===== src/hdl/tc8_pkg.sv =====
package tc8_pkg;

	// operation codes
	localparam logic [1:0] OP_TICK  = 2'd0;
	localparam logic [1:0] OP_READ  = 2'd1;
	localparam logic [1:0] OP_WRITE = 2'd2;

	// register selects
	localparam logic [2:0] SEL_CONTROL = 3'd0;
	localparam logic [2:0] SEL_COUNT   = 3'd1;
	localparam logic [2:0] SEL_COMPARE = 3'd2;
	localparam logic [2:0] SEL_ENABLE  = 3'd3;
	localparam logic [2:0] SEL_FLAGS   = 3'd4;

	// clock select codes
	localparam logic [2:0] CS_STOP    = 3'd0;
	localparam logic [2:0] CS_DIV1    = 3'd1;
	localparam logic [2:0] CS_DIV8    = 3'd2;
	localparam logic [2:0] CS_DIV64   = 3'd3;
	localparam logic [2:0] CS_DIV256  = 3'd4;
	localparam logic [2:0] CS_DIV1024 = 3'd5;

	// waveform modes, {ctrl[3], ctrl[6]}
	localparam logic [1:0] WAVE_NORMAL = 2'd0;
	localparam logic [1:0] WAVE_PHASE  = 2'd1;
	localparam logic [1:0] WAVE_CTC    = 2'd2;
	localparam logic [1:0] WAVE_FAST   = 2'd3;

	// compare output modes
	localparam logic [1:0] COM_OFF    = 2'd0;
	localparam logic [1:0] COM_TOGGLE = 2'd1;
	localparam logic [1:0] COM_CLEAR  = 2'd2;
	localparam logic [1:0] COM_SET    = 2'd3;

	// bits of the control byte that are not clock select
	localparam logic [7:0] CLOCK_SELECT_KEEP = 8'hF8;

	typedef struct packed {
		logic [1:0] operation;
		logic [2:0] register_select;
		logic [7:0] write_data;
	} tc8_item_t;

	typedef struct packed {
		logic [7:0] read_data;
		logic       overflow_flag;
		logic       compare_flag;
		logic       pwm_pin;
		logic       overflow_irq;
		logic       compare_irq;
	} tc8_result_t;

	// phase-correct folds into normal
	function automatic logic [1:0] wave_mode(input logic [6:0] ctrl);
		logic [1:0] m;
		m = {ctrl[3], ctrl[6]};
		return (m == WAVE_PHASE) ? WAVE_NORMAL : m;
	endfunction

endpackage


===== src/hdl/timer_counter_8bit_pwm_top.sv =====
// channel  direction  handshake             payload
// in       input      in_valid / in_ready   operation, register_select, write_data
// out      output     out_valid / out_ready read_data, overflow_flag, compare_flag,
//                                           pwm_pin, overflow_irq, compare_irq
//
// one transaction per cycle sustained unless out stalls; each input transaction
// yields one result, via the input register, then timer state and result register
// the timer state updates in the same cycle the result register loads
// arst_n clears the pipeline valids and all timer state (timer stopped)
// a stall on out holds both stages; in_ready drops only when both stages are full
module timer_counter_8bit_pwm_top import tc8_pkg::*; #(
	parameter int COUNTER_WIDTH  = 8,
	parameter int PRESCALE_WIDTH = 10
) (
	input  logic       clk,
	input  logic       arst_n,
	input  logic       in_valid,
	output logic       in_ready,
	input  logic [1:0] operation,
	input  logic [2:0] register_select,
	input  logic [7:0] write_data,
	output logic       out_valid,
	input  logic       out_ready,
	output logic [7:0] read_data,
	output logic       overflow_flag,
	output logic       compare_flag,
	output logic       pwm_pin,
	output logic       overflow_irq,
	output logic       compare_irq
);

	logic        valid_s1;
	tc8_item_t   item_s1;
	logic        valid_s2;
	tc8_result_t result_s2;

	logic        advance;
	logic        step;
	logic        tick;
	logic        timer_due;
	logic [2:0]  clk_sel;
	tc8_result_t result_next;

	// result register frees up when empty or being taken this cycle
	assign advance  = !valid_s2 || out_ready;
	// item in the input register is processed as it moves to the result register
	assign step     = valid_s1 && advance;
	assign in_ready = !valid_s1 || advance;
	assign tick     = step && (item_s1.operation == OP_TICK);

	always_ff @(posedge clk or negedge arst_n) begin
		if (!arst_n) begin
			valid_s1 <= 1'b0;
		end else if (in_ready) begin
			valid_s1 <= in_valid;
		end
	end

	always_ff @(posedge clk) begin
		if (in_valid && in_ready) begin
			item_s1.operation       <= operation;
			item_s1.register_select <= register_select;
			item_s1.write_data      <= write_data;
		end
	end

	tc8_prescaler #(
		.PRESCALE_WIDTH(PRESCALE_WIDTH)
	) u_prescaler (
		.clk     (clk),
		.arst_n  (arst_n),
		.tick    (tick),
		.clk_sel (clk_sel),
		.due     (timer_due)
	);

	tc8_core #(
		.COUNTER_WIDTH(COUNTER_WIDTH)
	) u_core (
		.clk       (clk),
		.arst_n    (arst_n),
		.step      (step),
		.item      (item_s1),
		.timer_due (timer_due),
		.clk_sel   (clk_sel),
		.result    (result_next)
	);

	always_ff @(posedge clk or negedge arst_n) begin
		if (!arst_n) begin
			valid_s2 <= 1'b0;
		end else if (advance) begin
			valid_s2 <= valid_s1;
		end
	end

	always_ff @(posedge clk) begin
		if (step) begin
			result_s2 <= result_next;
		end
	end

	assign out_valid     = valid_s2;
	assign read_data     = result_s2.read_data;
	assign overflow_flag = result_s2.overflow_flag;
	assign compare_flag  = result_s2.compare_flag;
	assign pwm_pin       = result_s2.pwm_pin;
	assign overflow_irq  = result_s2.overflow_irq;
	assign compare_irq   = result_s2.compare_irq;

endmodule


===== src/hdl/tc8_prescaler.sv =====
module tc8_prescaler import tc8_pkg::*; #(
	parameter int PRESCALE_WIDTH = 10
) (
	input  logic       clk,
	input  logic       arst_n,
	input  logic       tick,
	input  logic [2:0] clk_sel,
	output logic       due
);

	logic [PRESCALE_WIDTH-1:0] count_q;
	logic [PRESCALE_WIDTH-1:0] count_next;
	logic                      hit;

	assign count_next = count_q + PRESCALE_WIDTH'(1);

	always_ff @(posedge clk or negedge arst_n) begin
		if (!arst_n) begin
			count_q <= '0;
		end else if (tick) begin
			count_q <= count_next;
		end
	end

	// divided clock fires when the low bits of the new count are all zero
	always_comb begin
		case (clk_sel)
			CS_DIV1:    hit = 1'b1;
			CS_DIV8:    hit = (count_next[2:0] == '0);
			CS_DIV64:   hit = (count_next[5:0] == '0);
			CS_DIV256:  hit = (count_next[7:0] == '0);
			CS_DIV1024: hit = (count_next[9:0] == '0);
			default:    hit = 1'b0;
		endcase
	end

	assign due = tick && hit;

endmodule


===== src/hdl/tc8_core.sv =====
module tc8_core import tc8_pkg::*; #(
	parameter int COUNTER_WIDTH = 8
) (
	input  logic        clk,
	input  logic        arst_n,
	input  logic        step,
	input  tc8_item_t   item,
	input  logic        timer_due,
	output logic [2:0]  clk_sel,
	output tc8_result_t result
);

	logic [6:0]               ctrl_q, ctrl_d;
	logic [COUNTER_WIDTH-1:0] cnt_q, cnt_d;
	logic [COUNTER_WIDTH-1:0] cmp_q, cmp_d;
	logic [COUNTER_WIDTH-1:0] buf_q, buf_d;
	logic [1:0]               ena_q, ena_d;
	logic [1:0]               flg_q, flg_d;
	logic                     pin_q, pin_d;

	logic [7:0]               cs_full;
	logic [1:0]               mode_cur;
	logic [1:0]               com_cur;
	logic [1:0]               mode_new;
	logic [1:0]               com_new;
	logic                     match;
	logic                     at_max;
	logic [COUNTER_WIDTH-1:0] wdata_ext;
	logic [7:0]               rd;
	logic                     connected;

	assign cs_full   = {1'b0, ctrl_q} & ~CLOCK_SELECT_KEEP;
	assign clk_sel   = cs_full[2:0];
	assign mode_cur  = wave_mode(ctrl_q);
	assign com_cur   = ctrl_q[5:4];
	assign match     = (cnt_q == cmp_q);
	assign at_max    = (cnt_q == '1);
	assign wdata_ext = COUNTER_WIDTH'(item.write_data);

	always_comb begin
		ctrl_d = ctrl_q;
		cnt_d  = cnt_q;
		cmp_d  = cmp_q;
		buf_d  = buf_q;
		ena_d  = ena_q;
		flg_d  = flg_q;
		pin_d  = pin_q;
		rd     = '0;

		if (item.operation == OP_TICK) begin
			if (timer_due) begin
				if (match) begin
					flg_d[1] = 1'b1;
					case (com_cur)
						COM_TOGGLE: pin_d = (mode_cur == WAVE_FAST) ? pin_q : ~pin_q;
						COM_CLEAR:  pin_d = 1'b0;
						COM_SET:    pin_d = 1'b1;
						default:    pin_d = pin_q;
					endcase
				end
				if (mode_cur == WAVE_CTC && match) begin
					cnt_d = '0;
				end else begin
					cnt_d = cnt_q + COUNTER_WIDTH'(1);
				end
				if (at_max) begin
					flg_d[0] = 1'b1;
					if (mode_cur == WAVE_FAST) begin
						cmp_d = buf_q;
						if (com_cur == COM_CLEAR) begin
							pin_d = 1'b1;
						end else if (com_cur == COM_SET) begin
							pin_d = 1'b0;
						end
					end
				end
			end
		end else if (item.operation == OP_READ) begin
			case (item.register_select)
				SEL_CONTROL: rd = {1'b0, ctrl_q};
				SEL_COUNT:   rd = cnt_q[7:0];
				SEL_COMPARE: rd = (mode_cur == WAVE_FAST) ? buf_q[7:0] : cmp_q[7:0];
				SEL_ENABLE:  rd = {6'd0, ena_q};
				SEL_FLAGS:   rd = {6'd0, flg_q};
				default:     rd = '0;
			endcase
		end else if (item.operation == OP_WRITE) begin
			case (item.register_select)
				SEL_CONTROL: ctrl_d = item.write_data[6:0];
				SEL_COUNT:   cnt_d  = wdata_ext;
				SEL_COMPARE: begin
					buf_d = wdata_ext;
					if (mode_cur != WAVE_FAST) begin
						cmp_d = wdata_ext;
					end
				end
				SEL_ENABLE:  ena_d = item.write_data[1:0];
				SEL_FLAGS:   flg_d = flg_q & ~item.write_data[1:0];
				default:     ;
			endcase
		end
	end

	always_ff @(posedge clk or negedge arst_n) begin
		if (!arst_n) begin
			ctrl_q <= '0;
			cnt_q  <= '0;
			cmp_q  <= '0;
			buf_q  <= '0;
			ena_q  <= '0;
			flg_q  <= '0;
			pin_q  <= 1'b0;
		end else if (step) begin
			ctrl_q <= ctrl_d;
			cnt_q  <= cnt_d;
			cmp_q  <= cmp_d;
			buf_q  <= buf_d;
			ena_q  <= ena_d;
			flg_q  <= flg_d;
			pin_q  <= pin_d;
		end
	end

	// pin shows only while the compare output is hooked up
	assign mode_new  = wave_mode(ctrl_d);
	assign com_new   = ctrl_d[5:4];
	assign connected = (com_new != COM_OFF) &&
		!(mode_new == WAVE_FAST && com_new == COM_TOGGLE);

	assign result.read_data     = rd;
	assign result.overflow_flag = flg_d[0];
	assign result.compare_flag  = flg_d[1];
	assign result.pwm_pin       = connected && pin_d;
	assign result.overflow_irq  = flg_d[0] && ena_d[0];
	assign result.compare_irq   = flg_d[1] && ena_d[1];

endmodule


===== config.mk =====
export PLATFORM = sky130hd
export DESIGN_NAME = timer_counter_8bit_pwm_top
export DESIGN_NICKNAME = d
export VERILOG_FILES = /design/src/hdl/tc8_pkg.sv /design/src/hdl/timer_counter_8bit_pwm_top.sv /design/src/hdl/tc8_prescaler.sv /design/src/hdl/tc8_core.sv
export SDC_FILE = /design/constraint.sdc
export NUM_CORES = 1
export LEC_CHECK = 0
export BUFFER_PORTS_ARGS = -buffer_cell sky130_fd_sc_hd__buf_2
export CORE_AREA = 4 4 90 92
export CTS_BUF_LIST = sky130_fd_sc_hd__clkbuf_8
export CTS_CLUSTER_DIAMETER = 100
export DETAILED_ROUTE_END_ITERATION = 8
export DIE_AREA = 0 0 94 96
export PLACE_DENSITY = 0.7
export RECOVER_POWER = 50
export SLEW_MARGIN = 20
export SYNTH_ARGS = -nofsm -noshare
export SYNTH_HDL_FRONTEND = slang
export SYNTH_HIERARCHICAL = 1
export SYNTH_SLANG_ARGS = --single-unit

===== constraint.sdc =====
create_clock -name clk -period 6.35 [get_ports clk]
set_input_delay 1.5875 -clock clk [delete_from_list [all_inputs] [get_ports clk]]
set_output_delay 1.5875 -clock clk [all_outputs]
set_load 0.005 [all_outputs]

==> flow_results.org, run 1 <==
** Status
- Status :: complete, but fails checks
- Failing checks :: capacitance limit, slew limit

** Drt
- Vias per Instance :: 5.96
- Vias post-DR :: 2793
- For this run, design rule violations remaining after detail routing come to 0.
- Number of nets with antenna violations after detailed routing :: 0
- For this run, the detailed router's first-pass iteration total came to 5.
- Wires add up to 8.51 mm.
- After detailed routing, the average wire length per cell comes to 18.1 um.
- Number of DRC violations after detailed-routing iteration 0 :: 287

** Critical path
- Data on the critical path arrives at its endpoint at 4100 ps.
- For this design, the slowest cell found on the critical path is a21boi_1.
- Traced cell by cell, the critical path runs through buf_2 -> nand2b_1 -> and3_1 -> nand2_1 -> a211oi_2 -> or2b_1 -> a21boi_1 -> o21ai_0 -> a22o_1.
- The number of cells on the worst reg-to-reg path is 10.
- Worst setup EP type :: register
- Biggest fanout along the worst timing path :: 16
- For this run, the slowest stage of the critical path takes 800 ps.
- Data required time of the worst path :: 6580 ps
- The worst setup path is of the in2reg kind.
- The worst register-to-register path begins at u_prescaler/count_q[0].
- The worst setup path is launched from a primary input.
- Launching instance or port of the critical path :: out_ready

** CTS
- After clock tree synthesis, the clock-pin slew on the worst setup and hold paths is 70 ps.
- The H-tree generated during clock tree synthesis spans 3 levels.
- The tree is rooted in a clkbuf_8.
- No sink is reached through more buffers than the 2 on the longest clock path.
- The number of hold buffers added after CTS was 0.
- CTS tree :: yes
- Number of buffers added by the clock tree synthesis step :: 9
- The tree built by TritonCTS fans out to 74 sinks.
- Buffers inserted by post-CTS timing repair :: 0
- For the worst-skew pair, the clock arrives at the later sink with an insertion delay of 350 ps.
- The number of gates resized after CTS was 0.

** Die
- Vert. Die Dim :: 96 um
- Die area :: 9020 um^2
- Measured along the x axis, the die boundary spans 94 um.
- Boundary pin count :: 32
- For this configuration, the core starts out at a cell density of 54.3%.
- Standard-cell row count :: 31
- Core Footprint :: 7210 um^2

** Power and ir drop
- Worst ir drop on vdd :: 0.209 mV
- Summed over all cells, the static leakage comes to 1.70 nW.
- Clk pwr share :: 23.4%
- Sequential cells burn 54.8% of the power.
- Net switching is 32.0% of the power.
- P_int :: 0.000859 W
- The analysis attributes to net switching a power of 0.000404 W.
- The share of total power dissipated in combinational logic is 21.8%.
- For this design the ratio of total power to cell area is 300 nW/um^2.

** Timing
- Setup Skew :: 10.2 ps
- Max-slew violation count :: 49
- Setup total negative slack on the finished layout was measured at 0 ps.
- Setup repair after global routing left no endpoint under its margin.
- Share of the clock period used by the worst path after layout :: 60.9%
- For this run, the top clock speed supported by timing is 259 MHz.
- Number of failing hold endpoints at the final stage :: 0
- For the pin with the worst max-slew slack, the measured transition is 2610 ps.
- Time the worst path needs with I/O delays and setup :: 3860 ps
- Relative slew slack :: -73.8%
- Total setup violations reported at the end of the flow :: 0

** Yosys
- Counting every net in the synthesized netlist gives 362.
- The synthesized design devotes to its leading area cell type 30.6% of total area.
- The synthesized design contains 74 register bits.
- Post-synthesis instance area :: 3920 um^2
- Count of yosys warnings during synthesis :: 6
- Of all cell types, the one taking the most synthesized area is dfrtp_1.
- Number of synthesized flops with an enable pin :: 26
- Yosys mapped the design onto 60 distinct sky130hd cell types.
- Sequential elements use 50.6% of the synthesized area.
- Dividing the synthesized area by the synthesized cell count gives 11.5 um^2.
- Cell with the most instances after synthesis :: dfrtp_1
- Dominant register cell in the synthesized netlist :: dfrtp_1
- In the post-synthesis netlist, the biggest area contributors are dfrtp_1, edfxtp_1, mux2_2, xnor2_1, mux2_1.
- For this run, asynchronously set or reset flops after synthesis account for 64.9%.
- Commonest cells post-synth :: dfrtp_1, edfxtp_1, nand2_1, mux2_2, xnor2_1
- Synthesis produced a netlist whose cell count is 342.

** Global route
- Overall overflow remaining after global route :: 0
- Vias in the first global route :: 2755
- Across every metal layer, demand over resource in global routing totals 20.4%.
- The initial antenna violation count is 0.
- Wire length of the first global-routing pass :: 14.0 mm
- Entering global routing, the biggest net connects 49 pins.

** Layout
- Final Net Count :: 385
- Proportion of layout cells with a drive suffix above 1 :: 20.0%
- 0 antenna diodes ended up in the layout.
- Cells fill 58.4% of the core in the end.
- Area growth from synthesis to layout :: 7.50%
- Filler-free cell count of the finished design :: 469

** Hold path
- Hold path depth :: 1
- In this run the worst hold path is classified as reg2reg.
- In this run the most critical hold path is launched from u_prescaler/count_q[6].

** Placed design
- In this run the tool buffered the top-level ports with 31 buffer cells.
- Half-perimeter wire length of the detailed placement result :: 6.07 mm
- Number of instances in the placed design :: 453
- At the end of routability-driven placement, the weighted congestion stood at 0.872.

** Run
- Total of max-cap violations :: 1
==> state kept, by name, summed over array words and instances, names as in the netlist, 2 cells and up <==
name and count:
u_core/flg_q 2, item_s1 13, u_core/buf_q 8, u_core/cmp_q 8, u_core/ena_q 2, u_core/ctrl_q 7, u_core/cnt_q 8, read_data 8
u_prescaler/count_q 10
==> area by class of cell <==
cell class,count,area [um^2]
multi-input combinational,240,1760
timing repair buffer,33,166
tap,99,124
clock buffer,9,124
clock inverter,7,30.0
sequential,74,1980
fill,635,3000
inverter,7,26.3
==> cell families (layout without fill, tap and decap cells) <==
logic type | Yosys count | after routing | synth area share [%]
AND/OR/NAND/NOR | 107 | 107 | 15.4
AO/OA/AOI/OAI | 75 | 75 | 14.4
flip-flops | 74 | 74 | 50.6
multiplexers | 33 | 33 | 9.70
buffers and inverters | 28 | 56 | 4.05
XOR/XNOR | 22 | 22 | 4.92
adder cells (fa/ha/maj) | 3 | 3 | 0.958
==> final timing paths <==
path | end | slack (ps)
min in group asynchronous | u_core/buf_q[5] | 2150
max reg2reg | u_core/cnt_q[4] | 2550
min reg2reg | u_prescaler/count_q[6] | 500
max | u_core/cnt_q[4] | 2490
min | u_prescaler/count_q[6] | 500
max in group asynchronous | out_valid | 2710
==> power by group through the flow <==
| stage | Sequential [W] | Combinational, W | Clock [W] |
|---|---|---|---|
| finish | 0.000692 | 0.000275 | 0.000296 |
| global route | 0.000705 | 0.000305 | 0.000322 |
| CTS | 0.000690 | 0.000278 | 0.000304 |
| detailed placement | 0.000699 | 0.000277 | 0 |
| global placement | 0.000696 | 0.000271 | 0 |
| floorplan | 0.000650 | 0.000251 | 0 |
==> through the flow <==
stage	power [W]	instance area [um^2]	worst slack [ps]	hold WS [ps]
2_1_floorplan	0.000901	3920	2560	460
3_3_place_gp	0.000967	4080	2230	492
3_5_place_dp	0.000976	4080	2150	494
4_1_cts	0.00127	4240	2520	511
5_1_grt	0.00133	4210	2010	539
6_report	0.00126	4210	2490	505
==> cells in the final DEF (no fill, tap or decap), drive strengths merged, types with 4 or more instances in the layout <==
cell     instances
dfrtp           48
buf             32
mux2            30
edfxtp          26
nand2           24
xnor2           19
nand3           19
nor2            18
o21ai           15
a21oi           10
a2bb2oi         10
clkbuf          10
inv              9
o22ai            8
and3             8
a22oi            7
a22o             6
nand4            6
nor3             5
o31ai            5
or3              5
clkinv           5
nand2b           4
==> routing by layer <==
| layer | wire length [um] | global-route usage (%) | up-vias |
|---|---|---|---|
| met2 | 4070 | 32.6 | 86 |
| met4 | 274 | 11.9 | 0 |
| li1 | - | - | 1312 |
| met1 | 3760 | 26.6 | 1375 |
| met3 | 414 | 2.74 | 20 |
| met5 | 0 | 0 | - |
==> worst max-delay path, delay by kind of cell <==
| family | cells | cell delay, ps |
|---|---|---|
| buffers and inverters | 1 | 80 |
| and+or+nand+nor | 4 | 880 |
| AOI/OAI and AO/OA | 4 | 1540 |
(Power assumes the default switching activity.)
==> run 2: changes to the inputs <==
clock period = 3.85 ns   (was 6.35 ns; I/O delays follow)
==> run 2 against run 1 <==
Against the previous run: the run still ends with capacitance limit, slew limit left; worst setup slack worse by 2200 ps; via count up 1.2%; clock skew down 1.5 ps; sequential share of layout area down 0.31 points; power up 66%; sequential power up 65%; final area up 0.65%; largest power group unchanged; die area unchanged; register-to-register slack worse by 2200 ps; critical endpoint is now u_core/cmp_q[6]; clock-buffer cell count unchanged; highest routed layer unchanged.
==> flow_results.org, run 2 (synthesis results as in run 1) <==
** CTS
- Max clock buf depth :: 2
- The clock reaches the later pin of the worst-skew pair after 340 ps.
- Clock tree root driver cell :: clkbuf_8
- The number of hold buffers added after CTS was 0.
- The H-tree was split into 3 levels.
- CTS tree :: yes
- Number of buffers added by the clock tree synthesis step :: 9
- Reg clk slew, reported paths :: 70 ps
- Number of clock sinks :: 74

** Timing
- Between clock sinks in the finished design, the worst skew comes to 8.73 ps.
- Relative slew slack :: -72.4%
- The number of hold violations in the final report came to 0.
- Hold timing on the final database bottoms out at a slack of 509 ps.
- After layout, the worst path uses 91.3% of the clock period.
- For the pin with the worst max-slew slack, the measured transition is 2590 ps.
- Subtracting the final worst setup slack from the clock period gives 3510 ps.
- Total setup violations reported at the end of the flow :: 0
- Max Fclk :: 285 MHz
- The number of pins with negative max-slew slack in the final report is 49.
- Setup repair after global routing left no endpoint under its margin.
- For the final routed database, the setup TNS stands at 0 ps.

** Drt
- Number of DRC violations after detailed-routing iteration 0 :: 212
- WL/cell :: 17.9 um
- The first detailed-routing pass ran for 4 iterations.
- Number of nets with antenna violations after detailed routing :: 0
- Number of design rule violations left after detail routing :: 0
- Vias post-DR :: 2827
- After detailed routing, the total wire length is 8.47 mm.
- Vias per Instance :: 5.99

** Critical path
- The worst setup path is launched from a register.
- Crit-path slowest cell :: dfrtp_1
- Worst setup EP type :: register
- For this run, the slowest stage of the critical path takes 430 ps.
- Data arrival time of the worst path :: 3780 ps
- Data required time of the worst path :: 4110 ps
- In this run the worst setup path begins at u_prescaler/count_q[0].
- Ordered list of cells on the worst path :: ha_1 -> and3_1 -> and3_4 -> or3_1 -> a311o_1 -> a211oi_2 -> or2b_1 -> or3_4 -> a21boi_4 -> a21boi_4 -> a2bb2oi_1
- Of all nets on the critical path, the largest fanout is 8.
- Crit Path Class :: reg2reg
- Start of the worst register-to-register path :: u_prescaler/count_q[0]
- Among the stages of the critical path, the cell type that occurs most often is a21boi_4.

** Power and ir drop
- Net switching is 32.0% of the power.
- Post-layout power :: 0.00209 W
- Clk pwr share :: 23.7%
- Power Dens Cells :: 493 nW/um^2
- Sequential cells burn 54.6% of the power.
- IR analysis of the VDD net gives a maximum drop of 0.303 mV.
- Cell internal power was estimated by the tool at 0.00142 W.
- Logic pwr share :: 21.7%
- Switching pwr :: 0.000670 W
- Leakage component of the power :: 1.72 nW

** Layout
- In the final design database the tool counted 388 nets.
- Leading registers by flop count :: item_s1: 13 flops, u_prescaler/count_q: 10 flops
- Most common library cell in the layout ignoring fill and taps :: dfrtp_1
- In the final layout, the share of cells above drive strength 1 is 21.4%.
- N_diodes :: 0
- Register ranked first by flip-flop count :: item_s1
- In the layout the commonest cells are dfrtp_1, buf_2, edfxtp_1, nand2_1, mux2_2.
- The filler cells instantiated in the layout total 631.
- For this run, the number of standard cells in the final layout without fillers is 472.
- For this run, the share of the core covered by cells in the final layout is 58.8%.
- The area growth from synthesis to layout is 8.20%.
- The register with the most flip-flops in the layout has 13 of them.

** Die
- Core Footprint :: 7210 um^2
- Die Width :: 94 um
- The initial utilization of the core area, before any placement, comes to 54.3%.
- During I/O placement, the number of pins put on the boundary was 32.
- Row generation in the floorplan step produced 31 rows.
- Die area :: 9020 um^2
- The die is 96 um tall.

** Global route
- The first global-routing pass estimated 14.3 mm of wire.
- Entering global routing, the biggest net connects 49 pins.
- Overall overflow remaining after global route :: 0
- Global-route total usage across every layer :: 20.7%
- Vias in the first global route :: 2763
- The initial antenna violation count came to 0.

** Status
- The run finished, with violations left.
- The checks that failed: capacitance limit, slew limit.

** Placed design
- Number of instances in the placed design :: 454
- Half-perimeter wire length of the detailed placement result :: 6.07 mm
- The count of buffers added on input and output ports is 31.
- At the end of routability-driven placement, the weighted congestion stood at 0.874.

** Run
- Total of max-cap violations :: 1

** Hold path
- Worst min path class :: reg2reg
- Worst Hold Launch :: u_prescaler/count_q[6]
run 2: cell count changes in the layout (fill, tap and decap cells not counted), moves of 2 or more:
cell	previous run	this run
buf_4	1	4
clkinv_1	2	0
mux2_1	11	9
mux2_2	19	21
run 2: metrics by stage:
stage	area [um^2]	setup slack, ps
6_report	4240	335
5_1_grt	4240	72.3
4_1_cts	4250	226
3_5_place_dp	4090	266
3_3_place_gp	4090	361
2_1_floorplan	3920	476
run 2: worst max-delay path: cells and delay by family, from the launching register on:
family          cells  cell delay, ps
flops               1             430
fa+ha+maj           1             270
compound gates      5            1360
simple gates        5            1390
run 2: worst paths after layout:
kind | slack, ps | cells past startpoint | end
max in group asynchronous | 950 | 1 | u_core/buf_q[1]
worst max-delay path | 340 | 11 | u_core/cmp_q[6]
worst min register to register | 510 | 1 | u_prescaler/count_q[6]
min in group asynchronous | 1420 | 1 | u_core/cnt_q[3]
worst min-delay path | 510 | 1 | u_prescaler/count_q[6]
worst max register to register | 340 | 11 | u_core/cmp_q[6]
run 2: routing by layer:
| layer | global-route usage, % | share of wire, % | vias to the layer above |
|---|---|---|---|
| met1 | 26.7 | 43 | 1387 |
| li1 | - | - | 1322 |
| met4 | 10.1 | 2.5 | 0 |
| met5 | 0 | 0 | - |
| met2 | 33.4 | 48 | 97 |
| met3 | 4.30 | 6.8 | 21 |
run 2: what timing repair did:
item	CTS	global route
gates resized for setup	0	0
setup buffers	0	2
setup endpoints to repair	0	3
run 2: layout make-up:
class	instances	area, um^2	share of cell area (%)
Multi-Input combinational cell	240	1760	41.6
Timing Repair Buffer	36	188	4.42
Sequential cell	74	1980	46.7
Inverter	7	26.3	0.619
Tap cell	99	124	2.92
Clock buffer	9	124	2.92
Clock inverter	7	33.8	0.796
run 2: power by group through the flow:
stage	clock network, W	registers [W]	logic (W)
2_1_floorplan	0	0.00107	0.000414
3_3_place_gp	0	0.00115	0.000446
3_5_place_dp	0	0.00115	0.000457
4_1_cts	0.000509	0.00114	0.000459
5_1_grt	0.000550	0.00116	0.000511
6_report	0.000495	0.00114	0.000454
